$ cat src/sv/ttsc_pkg.sv
`timescale 1ns / 1ps
// ----------------------------------------------------------------------------
// Touch tap and swipe classifier package
// Shared constants, configuration layout, command, direction and state codes.
// ----------------------------------------------------------------------------
package ttsc_pkg;

    // Fixed field widths of the configuration registers and the ports.
    localparam int CFG_RAW_W   = 12;
    localparam int CFG_SIZE_W  = 11;
    localparam int CFG_TAP_W   = 11;
    localparam int CFG_SLIDE_W = 10;
    localparam int CFG_DATA_W  = 12;
    localparam int CFG_IDX_W   = 3;
    localparam int CMD_W       = 2;
    localparam int DIR_W       = 3;

    // Depth of the job queue between the front and the back end.
    localparam int QUEUE_DEPTH = 2;

    // Reset values of the configuration registers.
    localparam logic [CFG_RAW_W-1:0]   RST_RAW_MIN  = 12'd0;
    localparam logic [CFG_RAW_W-1:0]   RST_RAW_MAX  = 12'd4095;
    localparam logic [CFG_SIZE_W-1:0]  RST_WIDTH    = 11'd800;
    localparam logic [CFG_SIZE_W-1:0]  RST_HEIGHT   = 11'd480;
    localparam logic [CFG_TAP_W-1:0]   RST_TAP_LIM  = 11'd20;
    localparam logic [CFG_SLIDE_W-1:0] RST_SLIDE    = 10'd30;

    typedef enum logic [CMD_W-1:0] {
        CMD_RAW_X   = 2'd0,
        CMD_RAW_Y   = 2'd1,
        CMD_PRESS   = 2'd2,
        CMD_RELEASE = 2'd3
    } t_cmd;

    // Swipe directions in screen coordinates: positive X is to the right,
    // positive Y is downward.
    typedef enum logic [DIR_W-1:0] {
        DIR_TAP   = 3'd0,
        DIR_POS_X = 3'd1,
        DIR_NEG_X = 3'd2,
        DIR_POS_Y = 3'd3,
        DIR_NEG_Y = 3'd4
    } t_dir;

    typedef enum logic [CFG_IDX_W-1:0] {
        CFG_X_MIN  = 3'd0,
        CFG_X_MAX  = 3'd1,
        CFG_Y_MIN  = 3'd2,
        CFG_Y_MAX  = 3'd3,
        CFG_WIDTH  = 3'd4,
        CFG_HEIGHT = 3'd5,
        CFG_TAP    = 3'd6,
        CFG_SLIDE  = 3'd7
    } t_cfg_idx;

    typedef struct packed {
        logic [CFG_RAW_W-1:0]   x_min;
        logic [CFG_RAW_W-1:0]   x_max;
        logic [CFG_RAW_W-1:0]   y_min;
        logic [CFG_RAW_W-1:0]   y_max;
        logic [CFG_SIZE_W-1:0]  width;
        logic [CFG_SIZE_W-1:0]  height;
        logic [CFG_TAP_W-1:0]   tap;
        logic [CFG_SLIDE_W-1:0] slide;
    } t_cfg;

    // Queue status seen by the producer and the consumer.
    typedef struct packed {
        logic full;
        logic empty;
    } t_q_stat;

    typedef enum logic [2:0] {
        BK_IDLE = 3'd0,
        BK_MUL  = 3'd1,
        BK_CMP  = 3'd2,
        BK_DIV  = 3'd3,
        BK_DONE = 3'd4
    } t_back_state;

endpackage

$ cat src/sv/ttsc_evt_if.sv
`timescale 1ns / 1ps
// ----------------------------------------------------------------------------
// Touch event channel
// Valid and ready handshake carrying one touch command and its raw sample.
// ----------------------------------------------------------------------------
interface ttsc_evt_if #(
    parameter int ADC_BITS = 12
);
    logic                valid;
    logic                ready;
    logic [1:0]          command;
    logic [ADC_BITS-1:0] sample;

    modport source (output valid, output command, output sample, input ready);
    modport sink   (input valid, input command, input sample, output ready);
endinterface

$ cat src/sv/ttsc_res_if.sv
`timescale 1ns / 1ps
// ----------------------------------------------------------------------------
// Gesture result channel
// Valid and ready handshake carrying one classified press and release pair.
// ----------------------------------------------------------------------------
interface ttsc_res_if #(
    parameter int PIXEL_BITS = 10
);
    logic                  valid;
    logic                  ready;
    logic [PIXEL_BITS-1:0] press_x;
    logic [PIXEL_BITS-1:0] press_y;
    logic [PIXEL_BITS-1:0] mid_x;
    logic [PIXEL_BITS-1:0] mid_y;
    logic [2:0]            direction;
    logic                  is_tap;

    modport source (
        output valid, output press_x, output press_y, output mid_x, output mid_y,
        output direction, output is_tap, input ready
    );
    modport sink (
        input valid, input press_x, input press_y, input mid_x, input mid_y,
        input direction, input is_tap, output ready
    );
endinterface

$ cat src/sv/ttsc_front.sv
`timescale 1ns / 1ps
// ----------------------------------------------------------------------------
// Touch event front end
// Holds the raw coordinates and turns press and release events into jobs.
// ----------------------------------------------------------------------------
module ttsc_front #(
    parameter int ADC_BITS = 12
) (
    input  logic                 i_clk,
    input  logic                 i_rst_n,
    ttsc_evt_if.sink             i_evt,
    input  ttsc_pkg::t_q_stat    i_q_stat,
    output logic                 o_push,
    output logic [2*ADC_BITS:0]  o_job
);
    import ttsc_pkg::*;

    logic [ADC_BITS-1:0] r_held_x, n_held_x;
    logic [ADC_BITS-1:0] r_held_y, n_held_y;
    logic                accept;
    logic                is_touch;
    t_cmd                cmd;

    // Events are taken whenever the job queue has room.
    assign i_evt.ready = !i_q_stat.full;
    assign accept      = i_evt.valid && i_evt.ready;
    assign cmd         = t_cmd'(i_evt.command);

    // Raw samples update the held coordinates; touches become jobs.
    always_comb begin
        n_held_x = r_held_x;
        n_held_y = r_held_y;
        is_touch = 1'b0;
        unique case (cmd)
            CMD_RAW_X:   n_held_x = i_evt.sample;
            CMD_RAW_Y:   n_held_y = i_evt.sample;
            CMD_PRESS,
            CMD_RELEASE: is_touch = 1'b1;
        endcase
    end

    // A job snapshots the held coordinates at the time of the transfer.
    assign o_push = accept && is_touch;
    assign o_job  = {cmd == CMD_RELEASE, r_held_y, r_held_x};

    always_ff @(posedge i_clk) begin
        if (!i_rst_n) begin
            r_held_x <= '0;
            r_held_y <= '0;
        end else if (accept) begin
            r_held_x <= n_held_x;
            r_held_y <= n_held_y;
        end
    end

endmodule

$ cat src/sv/ttsc_queue.sv
`timescale 1ns / 1ps
// ----------------------------------------------------------------------------
// Job queue
// Small register FIFO that decouples the event front end from the mapper.
// ----------------------------------------------------------------------------
module ttsc_queue #(
    parameter int WIDTH = 25
) (
    input  logic              i_clk,
    input  logic              i_rst_n,
    input  logic              i_push,
    input  logic [WIDTH-1:0]  i_data,
    input  logic              i_pop,
    output logic [WIDTH-1:0]  o_data,
    output ttsc_pkg::t_q_stat o_stat
);
    import ttsc_pkg::*;

    localparam int DEPTH = QUEUE_DEPTH;
    localparam int PW    = (DEPTH > 1) ? $clog2(DEPTH) : 1;
    localparam int CNTW  = $clog2(DEPTH + 1);

    logic [WIDTH-1:0] r_mem [DEPTH];
    logic [PW-1:0]    r_wr_ptr, n_wr_ptr;
    logic [PW-1:0]    r_rd_ptr, n_rd_ptr;
    logic [CNTW-1:0]  r_count, n_count;
    logic             do_push;
    logic             do_pop;

    assign do_push = i_push && !o_stat.full;
    assign do_pop  = i_pop && !o_stat.empty;

    assign o_stat.full  = (r_count == CNTW'(DEPTH));
    assign o_stat.empty = (r_count == '0);
    assign o_data       = r_mem[r_rd_ptr];

    // Pointer and fill count update with wrap at the queue depth.
    always_comb begin
        n_wr_ptr = r_wr_ptr;
        n_rd_ptr = r_rd_ptr;
        n_count  = r_count;
        if (do_push) begin
            n_wr_ptr = (r_wr_ptr == PW'(DEPTH - 1)) ? '0 : PW'(r_wr_ptr + 1'b1);
        end
        if (do_pop) begin
            n_rd_ptr = (r_rd_ptr == PW'(DEPTH - 1)) ? '0 : PW'(r_rd_ptr + 1'b1);
        end
        priority if (do_push && !do_pop) begin
            n_count = CNTW'(r_count + 1'b1);
        end else if (do_pop && !do_push) begin
            n_count = CNTW'(r_count - 1'b1);
        end
    end

    always_ff @(posedge i_clk) begin
        if (!i_rst_n) begin
            r_wr_ptr <= '0;
            r_rd_ptr <= '0;
            r_count  <= '0;
        end else begin
            r_wr_ptr <= n_wr_ptr;
            r_rd_ptr <= n_rd_ptr;
            r_count  <= n_count;
        end
    end

    // Storage needs no reset; the fill count guards every read.
    always_ff @(posedge i_clk) begin
        if (do_push) begin
            r_mem[r_wr_ptr] <= i_data;
        end
    end

endmodule

$ cat src/sv/ttsc_back.sv
`timescale 1ns / 1ps
// ----------------------------------------------------------------------------
// Pixel mapper and gesture back end
// Maps both axes through a shared multiply and serial divider, then records
// the press point or classifies the release into a registered result.
// ----------------------------------------------------------------------------
module ttsc_back #(
    parameter int ADC_BITS   = 12,
    parameter int PIXEL_BITS = 10
) (
    input  logic                i_clk,
    input  logic                i_rst_n,
    input  ttsc_pkg::t_cfg      i_cfg,
    input  ttsc_pkg::t_q_stat   i_q_stat,
    input  logic [2*ADC_BITS:0] i_job,
    output logic                o_pop,
    ttsc_res_if.source          o_res
);
    import ttsc_pkg::*;

    localparam int RW        = (ADC_BITS > CFG_RAW_W) ? ADC_BITS : CFG_RAW_W;
    localparam int NW        = RW + CFG_SIZE_W;
    localparam int SW        = CFG_SIZE_W + 2;
    localparam int PIX_RANGE = 1 << PIXEL_BITS;
    localparam int CNTW      = $clog2(PIXEL_BITS);
    localparam int CW        = (PIXEL_BITS + 1 > CFG_TAP_W) ? PIXEL_BITS + 1 : CFG_TAP_W;

    t_back_state             r_state, n_state;
    logic                    r_axis, n_axis;
    logic [NW-1:0]           r_num, n_num;
    logic [NW-1:0]           r_lim, n_lim;
    logic [CFG_RAW_W-1:0]    r_span, n_span;
    logic [CFG_SIZE_W-1:0]   r_size, n_size;
    logic                    r_zero, n_zero;
    logic [CFG_RAW_W-1:0]    r_rem, n_rem;
    logic [PIXEL_BITS-1:0]   r_quo, n_quo;
    logic [CNTW-1:0]         r_cnt, n_cnt;
    logic [PIXEL_BITS-1:0]   r_px_x, n_px_x;
    logic [PIXEL_BITS-1:0]   r_px_y, n_px_y;
    logic [PIXEL_BITS-1:0]   r_press_x, n_press_x;
    logic [PIXEL_BITS-1:0]   r_press_y, n_press_y;

    logic                    r_res_valid, n_res_valid;
    logic [PIXEL_BITS-1:0]   r_res_press_x, r_res_press_y;
    logic [PIXEL_BITS-1:0]   r_res_mid_x, r_res_mid_y;
    t_dir                    r_res_dir;
    logic                    r_res_tap;

    // Job fields.
    logic                    job_rel;
    logic [ADC_BITS-1:0]     job_raw_x, job_raw_y;

    // Axis operands.
    logic [ADC_BITS-1:0]     sel_raw;
    logic [CFG_RAW_W-1:0]    sel_lo, sel_hi;
    logic [CFG_SIZE_W-1:0]   sel_size, size_sat;
    logic [RW-1:0]           raw_ext, lo_ext;
    logic [NW-1:0]           mul_num, mul_lim;
    logic                    mul_zero;

    // Divider step.
    logic [CFG_RAW_W:0]      div_t, div_r;
    logic                    div_ge;
    logic [PIXEL_BITS-1:0]   div_q;
    logic                    div_last;

    // Pixel write-back.
    logic                    px_wr;
    logic [PIXEL_BITS-1:0]   px_val;

    // Classification.
    logic                    x_pos, y_pos;
    logic [PIXEL_BITS-1:0]   adx, ady;
    logic [CW-1:0]           manhattan;
    logic                    swipe;
    t_dir                    dir;
    logic [PIXEL_BITS:0]     sum_x, sum_y;
    logic                    out_free;
    logic                    res_load;

    assign job_rel   = i_job[2*ADC_BITS];
    assign job_raw_y = i_job[2*ADC_BITS-1:ADC_BITS];
    assign job_raw_x = i_job[ADC_BITS-1:0];

    // Operand selection for the axis in work; the size saturates at the pixel range.
    assign sel_raw  = r_axis ? job_raw_y : job_raw_x;
    assign sel_lo   = r_axis ? i_cfg.y_min : i_cfg.x_min;
    assign sel_hi   = r_axis ? i_cfg.y_max : i_cfg.x_max;
    assign sel_size = r_axis ? i_cfg.height : i_cfg.width;
    assign size_sat = ({2'b00, sel_size} > SW'(PIX_RANGE)) ? CFG_SIZE_W'(PIX_RANGE) : sel_size;
    assign raw_ext  = RW'(sel_raw);
    assign lo_ext   = RW'(sel_lo);

    // Scaled offset and the limit at which the quotient reaches the size.
    assign mul_num  = NW'(raw_ext - lo_ext) * NW'(size_sat);
    assign mul_lim  = NW'(sel_hi - sel_lo) * NW'(size_sat);
    assign mul_zero = (sel_hi <= sel_lo) || (size_sat == '0) || (raw_ext <= lo_ext);

    // One restoring division step a cycle, most significant quotient bit first.
    assign div_t    = {r_rem, r_quo[PIXEL_BITS-1]};
    assign div_ge   = (div_t >= {1'b0, r_span});
    assign div_r    = div_ge ? (div_t - {1'b0, r_span}) : div_t;
    assign div_q    = {r_quo[PIXEL_BITS-2:0], div_ge};
    assign div_last = (r_cnt == CNTW'(PIXEL_BITS - 1));

    // Release classification from the press point and the freshly mapped point.
    assign x_pos     = (r_px_x > r_press_x);
    assign y_pos     = (r_px_y > r_press_y);
    assign adx       = x_pos ? (r_px_x - r_press_x) : (r_press_x - r_px_x);
    assign ady       = y_pos ? (r_px_y - r_press_y) : (r_press_y - r_px_y);
    assign manhattan = CW'(adx) + CW'(ady);
    assign swipe     = (CW'(adx) >= CW'(i_cfg.slide)) || (CW'(ady) >= CW'(i_cfg.slide));
    assign sum_x     = {1'b0, r_press_x} + {1'b0, r_px_x};
    assign sum_y     = {1'b0, r_press_y} + {1'b0, r_px_y};

    // Ties between the axes go horizontal.
    always_comb begin
        priority if (!swipe) begin
            dir = DIR_TAP;
        end else if (adx >= ady) begin
            dir = x_pos ? DIR_POS_X : DIR_NEG_X;
        end else begin
            dir = y_pos ? DIR_POS_Y : DIR_NEG_Y;
        end
    end

    assign out_free = !r_res_valid || o_res.ready;

    // Next state.
    always_comb begin
        n_state = r_state;
        unique case (r_state)
            BK_IDLE: begin
                if (!i_q_stat.empty) begin
                    n_state = BK_MUL;
                end
            end
            BK_MUL: n_state = BK_CMP;
            BK_CMP: begin
                if (r_zero || (r_num >= r_lim)) begin
                    n_state = r_axis ? BK_DONE : BK_MUL;
                end else begin
                    n_state = BK_DIV;
                end
            end
            BK_DIV: begin
                if (div_last) begin
                    n_state = r_axis ? BK_DONE : BK_MUL;
                end
            end
            BK_DONE: begin
                if (!job_rel || out_free) begin
                    n_state = BK_IDLE;
                end
            end
            default: n_state = BK_IDLE;
        endcase
    end

    // Datapath control and next values.
    always_comb begin
        n_axis    = r_axis;
        n_num     = r_num;
        n_lim     = r_lim;
        n_span    = r_span;
        n_size    = r_size;
        n_zero    = r_zero;
        n_rem     = r_rem;
        n_quo     = r_quo;
        n_cnt     = r_cnt;
        n_px_x    = r_px_x;
        n_px_y    = r_px_y;
        n_press_x = r_press_x;
        n_press_y = r_press_y;
        px_wr     = 1'b0;
        px_val    = '0;
        o_pop     = 1'b0;
        res_load  = 1'b0;
        unique case (r_state)
            BK_IDLE: n_axis = 1'b0;
            BK_MUL: begin
                n_num  = mul_num;
                n_lim  = mul_lim;
                n_span = sel_hi - sel_lo;
                n_size = size_sat;
                n_zero = mul_zero;
            end
            BK_CMP: begin
                priority if (r_zero) begin
                    px_wr  = 1'b1;
                    px_val = '0;
                end else if (r_num >= r_lim) begin
                    px_wr  = 1'b1;
                    px_val = PIXEL_BITS'(r_size - 1'b1);
                end else begin
                    n_rem = CFG_RAW_W'(r_num >> PIXEL_BITS);
                    n_quo = r_num[PIXEL_BITS-1:0];
                    n_cnt = '0;
                end
            end
            BK_DIV: begin
                n_rem = div_r[CFG_RAW_W-1:0];
                n_quo = div_q;
                n_cnt = CNTW'(r_cnt + 1'b1);
                if (div_last) begin
                    px_wr  = 1'b1;
                    px_val = div_q;
                end
            end
            BK_DONE: begin
                priority if (!job_rel) begin
                    n_press_x = r_px_x;
                    n_press_y = r_px_y;
                    o_pop     = 1'b1;
                end else if (out_free) begin
                    res_load = 1'b1;
                    o_pop    = 1'b1;
                end
            end
            default: n_axis = 1'b0;
        endcase
        // The X pixel is written first, then the Y axis starts.
        if (px_wr) begin
            if (!r_axis) begin
                n_px_x = px_val;
                n_axis = 1'b1;
            end else begin
                n_px_y = px_val;
            end
        end
    end

    // The result register holds until its transfer completes.
    always_comb begin
        priority if (res_load) begin
            n_res_valid = 1'b1;
        end else if (o_res.ready) begin
            n_res_valid = 1'b0;
        end else begin
            n_res_valid = r_res_valid;
        end
    end

    always_ff @(posedge i_clk) begin
        if (!i_rst_n) begin
            r_state     <= BK_IDLE;
            r_axis      <= 1'b0;
            r_press_x   <= '0;
            r_press_y   <= '0;
            r_res_valid <= 1'b0;
        end else begin
            r_state     <= n_state;
            r_axis      <= n_axis;
            r_press_x   <= n_press_x;
            r_press_y   <= n_press_y;
            r_res_valid <= n_res_valid;
        end
    end

    // Working registers carry no reset.
    always_ff @(posedge i_clk) begin
        r_num  <= n_num;
        r_lim  <= n_lim;
        r_span <= n_span;
        r_size <= n_size;
        r_zero <= n_zero;
        r_rem  <= n_rem;
        r_quo  <= n_quo;
        r_cnt  <= n_cnt;
        r_px_x <= n_px_x;
        r_px_y <= n_px_y;
    end

    // Result payload.
    always_ff @(posedge i_clk) begin
        if (res_load) begin
            r_res_press_x <= r_press_x;
            r_res_press_y <= r_press_y;
            r_res_mid_x   <= sum_x[PIXEL_BITS:1];
            r_res_mid_y   <= sum_y[PIXEL_BITS:1];
            r_res_dir     <= dir;
            r_res_tap     <= (manhattan <= CW'(i_cfg.tap));
        end
    end

    assign o_res.valid     = r_res_valid;
    assign o_res.press_x   = r_res_press_x;
    assign o_res.press_y   = r_res_press_y;
    assign o_res.mid_x     = r_res_mid_x;
    assign o_res.mid_y     = r_res_mid_y;
    assign o_res.direction = r_res_dir;
    assign o_res.is_tap    = r_res_tap;

endmodule

$ cat src/sv/touch_tap_swipe_classifier_unit.sv
`timescale 1ns / 1ps
// ----------------------------------------------------------------------------
// Touch tap and swipe classifier
// Each job is mapped per axis through multiply, compare and divide states (no
// divide when an axis maps to zero or clamps); a release loads the result
// register. Both axes share the serial divider; one job is mapped at a time
// as the queue takes more; raw samples pass one per cycle unless it is full.
// Reset is synchronous: config returns to defaults, held and press points to
// zero, and the job queue and result register empty.
// ----------------------------------------------------------------------------
module touch_tap_swipe_classifier_unit #(
    parameter int ADC_BITS   = 12,
    parameter int PIXEL_BITS = 10
) (
    input  logic                              i_clk,
    input  logic                              i_rst_n,
    input  logic                              i_cfg_we,
    input  logic [ttsc_pkg::CFG_IDX_W-1:0]    i_cfg_idx,
    input  logic [ttsc_pkg::CFG_DATA_W-1:0]   i_cfg_data,
    ttsc_evt_if.sink                          i_evt,
    ttsc_res_if.source                        o_res
);
    import ttsc_pkg::*;

    localparam int JOB_W = 2 * ADC_BITS + 1;

    t_cfg              r_cfg, n_cfg;
    t_q_stat           q_stat;
    logic              push;
    logic              pop;
    logic [JOB_W-1:0]  push_job;
    logic [JOB_W-1:0]  head_job;

    // Configuration register write decode.
    always_comb begin
        n_cfg = r_cfg;
        unique case (t_cfg_idx'(i_cfg_idx))
            CFG_X_MIN:  n_cfg.x_min  = i_cfg_data;
            CFG_X_MAX:  n_cfg.x_max  = i_cfg_data;
            CFG_Y_MIN:  n_cfg.y_min  = i_cfg_data;
            CFG_Y_MAX:  n_cfg.y_max  = i_cfg_data;
            CFG_WIDTH:  n_cfg.width  = i_cfg_data[CFG_SIZE_W-1:0];
            CFG_HEIGHT: n_cfg.height = i_cfg_data[CFG_SIZE_W-1:0];
            CFG_TAP:    n_cfg.tap    = i_cfg_data[CFG_TAP_W-1:0];
            CFG_SLIDE:  n_cfg.slide  = i_cfg_data[CFG_SLIDE_W-1:0];
        endcase
    end

    always_ff @(posedge i_clk) begin
        if (!i_rst_n) begin
            r_cfg.x_min  <= RST_RAW_MIN;
            r_cfg.x_max  <= RST_RAW_MAX;
            r_cfg.y_min  <= RST_RAW_MIN;
            r_cfg.y_max  <= RST_RAW_MAX;
            r_cfg.width  <= RST_WIDTH;
            r_cfg.height <= RST_HEIGHT;
            r_cfg.tap    <= RST_TAP_LIM;
            r_cfg.slide  <= RST_SLIDE;
        end else if (i_cfg_we) begin
            r_cfg <= n_cfg;
        end
    end

    // Event front end.
    ttsc_front #(
        .ADC_BITS (ADC_BITS)
    ) u_front (
        .i_clk    (i_clk),
        .i_rst_n  (i_rst_n),
        .i_evt    (i_evt),
        .i_q_stat (q_stat),
        .o_push   (push),
        .o_job    (push_job)
    );

    // Job queue between front and back.
    ttsc_queue #(
        .WIDTH (JOB_W)
    ) u_queue (
        .i_clk   (i_clk),
        .i_rst_n (i_rst_n),
        .i_push  (push),
        .i_data  (push_job),
        .i_pop   (pop),
        .o_data  (head_job),
        .o_stat  (q_stat)
    );

    // Mapper and classifier.
    ttsc_back #(
        .ADC_BITS   (ADC_BITS),
        .PIXEL_BITS (PIXEL_BITS)
    ) u_back (
        .i_clk    (i_clk),
        .i_rst_n  (i_rst_n),
        .i_cfg    (r_cfg),
        .i_q_stat (q_stat),
        .i_job    (head_job),
        .o_pop    (pop),
        .o_res    (o_res)
    );

endmodule

$ cat src/flat_wrapper.sv
// flat-port wrapper written by rule: the top's interface ports become plain ports
module touch_tap_swipe_classifier_unit_flat import ttsc_pkg::*;
#(
    parameter int ADC_BITS   = 12,
    parameter int PIXEL_BITS = 10
)
  (i_clk, i_rst_n, i_cfg_we, i_cfg_idx, i_cfg_data, i_evt_valid, i_evt_command, i_evt_sample, i_evt_ready, o_res_valid, o_res_press_x, o_res_press_y, o_res_mid_x, o_res_mid_y, o_res_direction, o_res_is_tap, o_res_ready);
  ttsc_evt_if #(.ADC_BITS(ADC_BITS)) i_evt_i ();
  ttsc_res_if #(.PIXEL_BITS(PIXEL_BITS)) o_res_i ();
  input  logic i_clk;
  input  logic i_rst_n;
  input  logic i_cfg_we;
  input  logic [ttsc_pkg::CFG_IDX_W-1:0] i_cfg_idx;
  input  logic [ttsc_pkg::CFG_DATA_W-1:0] i_cfg_data;
  input wire logic [$bits(i_evt_i.valid)-1:0] i_evt_valid;
  input wire logic [$bits(i_evt_i.command)-1:0] i_evt_command;
  input wire logic [$bits(i_evt_i.sample)-1:0] i_evt_sample;
  output wire logic [$bits(i_evt_i.ready)-1:0] i_evt_ready;
  output wire logic [$bits(o_res_i.valid)-1:0] o_res_valid;
  output wire logic [$bits(o_res_i.press_x)-1:0] o_res_press_x;
  output wire logic [$bits(o_res_i.press_y)-1:0] o_res_press_y;
  output wire logic [$bits(o_res_i.mid_x)-1:0] o_res_mid_x;
  output wire logic [$bits(o_res_i.mid_y)-1:0] o_res_mid_y;
  output wire logic [$bits(o_res_i.direction)-1:0] o_res_direction;
  output wire logic [$bits(o_res_i.is_tap)-1:0] o_res_is_tap;
  input wire logic [$bits(o_res_i.ready)-1:0] o_res_ready;
  assign i_evt_i.valid = i_evt_valid;
  assign i_evt_i.command = i_evt_command;
  assign i_evt_i.sample = i_evt_sample;
  assign i_evt_ready = i_evt_i.ready;
  assign o_res_valid = o_res_i.valid;
  assign o_res_press_x = o_res_i.press_x;
  assign o_res_press_y = o_res_i.press_y;
  assign o_res_mid_x = o_res_i.mid_x;
  assign o_res_mid_y = o_res_i.mid_y;
  assign o_res_direction = o_res_i.direction;
  assign o_res_is_tap = o_res_i.is_tap;
  assign o_res_i.ready = o_res_ready;
  touch_tap_swipe_classifier_unit #(.ADC_BITS(ADC_BITS), .PIXEL_BITS(PIXEL_BITS)) u_core (.i_clk(i_clk), .i_rst_n(i_rst_n), .i_cfg_we(i_cfg_we), .i_cfg_idx(i_cfg_idx), .i_cfg_data(i_cfg_data), .i_evt(i_evt_i), .o_res(o_res_i));
endmodule
$ cat config.mk
export PLATFORM = sky130hd
export DESIGN_NAME = touch_tap_swipe_classifier_unit_flat
export DESIGN_NICKNAME = d
export VERILOG_FILES = /design/src/sv/ttsc_pkg.sv /design/src/sv/ttsc_evt_if.sv /design/src/sv/ttsc_res_if.sv /design/src/sv/ttsc_front.sv /design/src/sv/ttsc_queue.sv /design/src/sv/ttsc_back.sv /design/src/sv/touch_tap_swipe_classifier_unit.sv /design/src/flat_wrapper.sv
export SDC_FILE = /design/constraint.sdc
export NUM_CORES = 2
export LEC_CHECK = 0
export BUFFER_PORTS_ARGS = -buffer_cell sky130_fd_sc_hd__buf_2
export CAP_MARGIN = 20
export CORE_UTILIZATION = 51
export DETAILED_ROUTE_END_ITERATION = 10
export HOLD_SLACK_MARGIN = 0.08
export PLACE_DENSITY = 0.64
export SLEW_MARGIN = 0
export SYNTH_ARGS = -nofsm -noshare
export SYNTH_HDL_FRONTEND = slang
export SYNTH_HIERARCHICAL = 1
export SYNTH_SLANG_ARGS = --single-unit
$ cat constraint.sdc
create_clock -name i_clk -period 17.08 [get_ports i_clk]
set_input_delay 1.708 -clock i_clk [delete_from_list [all_inputs] [get_ports i_clk]]
set_output_delay 1.708 -clock i_clk [all_outputs]
set_load 0.005 [all_outputs]
==> impl_metrics.env <==
export IMPL_avgSynthCellArea_um2=9.80
export IMPL_yosys_top_cells_area="edfxtp_1, fa_1, ha_1, dfxtp_1, inv_1"
export IMPL_placed_area_um2=31100
export IMPL_clockRootBuffer="clkbuf_16"
export IMPL_slowest_delay_ps=750
export IMPL_critPathLaunch="u_core/u_back/r_axis"
export IMPL_rsz0062_at_grt="no"
export IMPL_n_antenna_cell=0
export IMPL_hold_viol=0
export IMPL_synth_area_leader_cell="edfxtp_1"
export IMPL_peakVddDrop_mv=0.200
export IMPL_gp_congestion=0.911
export IMPL_leakage_nw=14.6
export IMPL_synth_fp_nets=3640
export IMPL_r2r_start="u_core/u_back/r_axis"
export IMPL_final_nets=3672
export IMPL_ys_seq_area_frac=0.305
export IMPL_worst_slack_ps=7970
export IMPL_finalInstanceArea_um2=32600
export IMPL_core_region_area_um2=58000
export IMPL_route_detailed_drc=0
export IMPL_layout_common_cells="inv_1, nand2_1, ha_1"
export IMPL_postCtsHoldBufs=0
export IMPL_ys_warn_count=6
export IMPL_dr_pass1_iters=7
export IMPL_drtAntennaViolNets=0
export IMPL_hp_start="u_core/u_front/r_held_x[1]"
export IMPL_syn_inst=3070
export IMPL_rows=88
export IMPL_ys_seq_elements=354
export IMPL_synth_area_um2=30100
export IMPL_cpMostUsedCell="fa_1"
export IMPL_grt_usage=0.258
export IMPL_min_path_type="flop to flop"
export IMPL_status="complete, no violations"
export IMPL_clk_pin_slew_worst_paths_ps=60
export IMPL_fp_dieW_um=245
export IMPL_grt_pass1_vias=22300
export IMPL_wire_per_inst_um=19.2
export IMPL_arrival_ps=9430
export IMPL_cp_end_kind="flop"
export IMPL_drt_initial_drc_count=1129
export IMPL_cts_tree="yes"
export IMPL_synth_distinct_cells=84
export IMPL_cts_setup_buffers=0
export IMPL_ioPinCount=80
export IMPL_power_density_nw_per_um2=148
export IMPL_antenna_found_initial=0
export IMPL_crit_fanout=58
export IMPL_drive_gt1_frac=0.0906
export IMPL_critPathBufInv=5
export IMPL_grt_pass1_wl_um=121000
export IMPL_numPortBuffers=79
export IMPL_vias=21400
export IMPL_total_power_w=0.00482
export IMPL_max_cap_viol_count=0
export IMPL_worst_setup_path_start_kind="flop"
export IMPL_dp_hpwl_um=57700
export IMPL_layout_commonest_cell="inv_1"
export IMPL_slew_viol_final=0
export IMPL_fin_crit_ps=9110
export IMPL_die_area_um2=59900
export IMPL_initial_core_util=0.518
export IMPL_critPathKind="flop to flop"
export IMPL_multi_input_area_um2=18500
export IMPL_fin_skew_ps=19.7
export IMPL_setup_violations=0
export IMPL_synthArstFlopShare=0
export IMPL_critical_path_slowest_cell="xor2_1"
export IMPL_post_place_ws_ps=8220
export IMPL_tns_ps=0
export IMPL_cts_buffers=41
export IMPL_worst_slew_pin_slew_ps=1140
export IMPL_vias_per_cell=5.49
export IMPL_max_freq_mhz=110
export IMPL_required_ps=17400
export IMPL_finalCritPeriodShare=0.533
export IMPL_clk_latency_ps=580
export IMPL_post_cts_resized=0
export IMPL_clock_path_buffers=3
export IMPL_final_seq_area_um2=9180
export IMPL_slew_limit_headroom=0.234
export IMPL_routed_wl_um=75000
export IMPL_die_y_um=245
export IMPL_critical_path_top_delay_family="compound AO/OA/AOI/OAI gates"
export IMPL_cts_sinks=354
export IMPL_area_growth_pct=8.47
export IMPL_fillerInstances=5069
export IMPL_grt_ovfl_total=0
export IMPL_htree_levels=2
export IMPL_synth_main_ff_cell="edfxtp_1"
export IMPL_synth_edf_count=209
export IMPL_grt_max_degree=132
export IMPL_post_synth_top_area_fraction=0.209
metrics by stage:
step                hold WS [ps]   util  instances
detailed placement           439  0.536       3820
CTS                          454  0.561       3896
floorplan                    425      -       3070
global placement             430  0.536       3819
global route                 468  0.562       3900
finish                       453  0.562       3900
logic make-up (layout without fill, tap and decap cells):
logic type / after synthesis / in the layout / share of synthesized area
muxes: 229 / 229 / 0.0795
buffers and inverters: 632 / 697 / 0.0813
adders and majority gates: 536 / 536 / 0.288
DFF: 354 / 354 / 0.305
AOI/OAI and AO/OA: 365 / 365 / 0.0798
xor gates and xnor gates: 132 / 132 / 0.0384
and+or+nand+nor: 822 / 822 / 0.127
registers in the layout (all words and copies together), names as in the netlist, 12 cells and up, named ones only:
register / cells
u_core/r_cfg: 91
u_core/u_queue/r_mem: 50
u_core/u_back/r_lim: 23
u_core/u_back/r_num: 23
u_core/u_back/r_rem: 12
u_core/u_back/r_span: 12
u_core/u_front/r_held_x: 12
u_core/u_front/r_held_y: 12
routing by layer:
metal | GRT usage | share of wire | up-vias
met5 | 0 | 0 | -
met3 | 0.0348 | 0.052 | 153
met1 | 0.330 | 0.43 | 10600
met4 | 0.104 | 0.042 | 0
li1 | - | - | 10100
met2 | 0.440 | 0.48 | 561
path summary, 6_finish.rpt:
check	to	slack [ps]	depth (start not counted)
hold / removal	u_core/u_queue/r_mem[0][1]	450	0
setup / recovery	u_core/u_back/r_lim[22]	7970	26
setup reg to reg	u_core/u_back/r_lim[22]	7970	26
hold reg to reg	u_core/u_queue/r_mem[0][1]	450	0
layout make-up:
type	instances	area share
Timing Repair Buffer	99	0.0179
Inverter	522	0.0601
Tap cell	765	0.0293
Sequential cell	354	0.281
Clock inverter	23	0.00763
Clock buffer	53	0.0367
Multi-Input combinational cell	2084	0.567
where the power goes:
part / switching [W] / leakage, nW / total, W / internal [W]
sequential: 0.0000499 / 3.10 / 0.00115 / 0.00110
combinational: 0.00161 / 10.8 / 0.00273 / 0.00112
clock: 0.000377 / 0.706 / 0.000937 / 0.000560
total: 0.00204 / 14.6 / 0.00482 / 0.00278
cell usage after synthesis, types with 20 or more instances:
master / count
a21boi_0: 24
a21o_1: 29
a21oi_1: 101
and2_1: 27
buf_2: 20
clkbuf_1: 73
dfxtp_1: 145
edfxtp_1: 209
fa_1: 262
ha_1: 274
inv_1: 506
mux2_2: 72
mux2i_1: 154
nand2_1: 360
nand3_1: 24
nand4_1: 21
nor2_1: 180
nor2b_1: 69
nor3_1: 30
o21a_1: 21
o21ai_0: 49
o21ai_1: 21
o31ai_1: 23
xnor2_1: 104
xor2_1: 28
No activity file was read; power rests on OpenSTA's default activity.
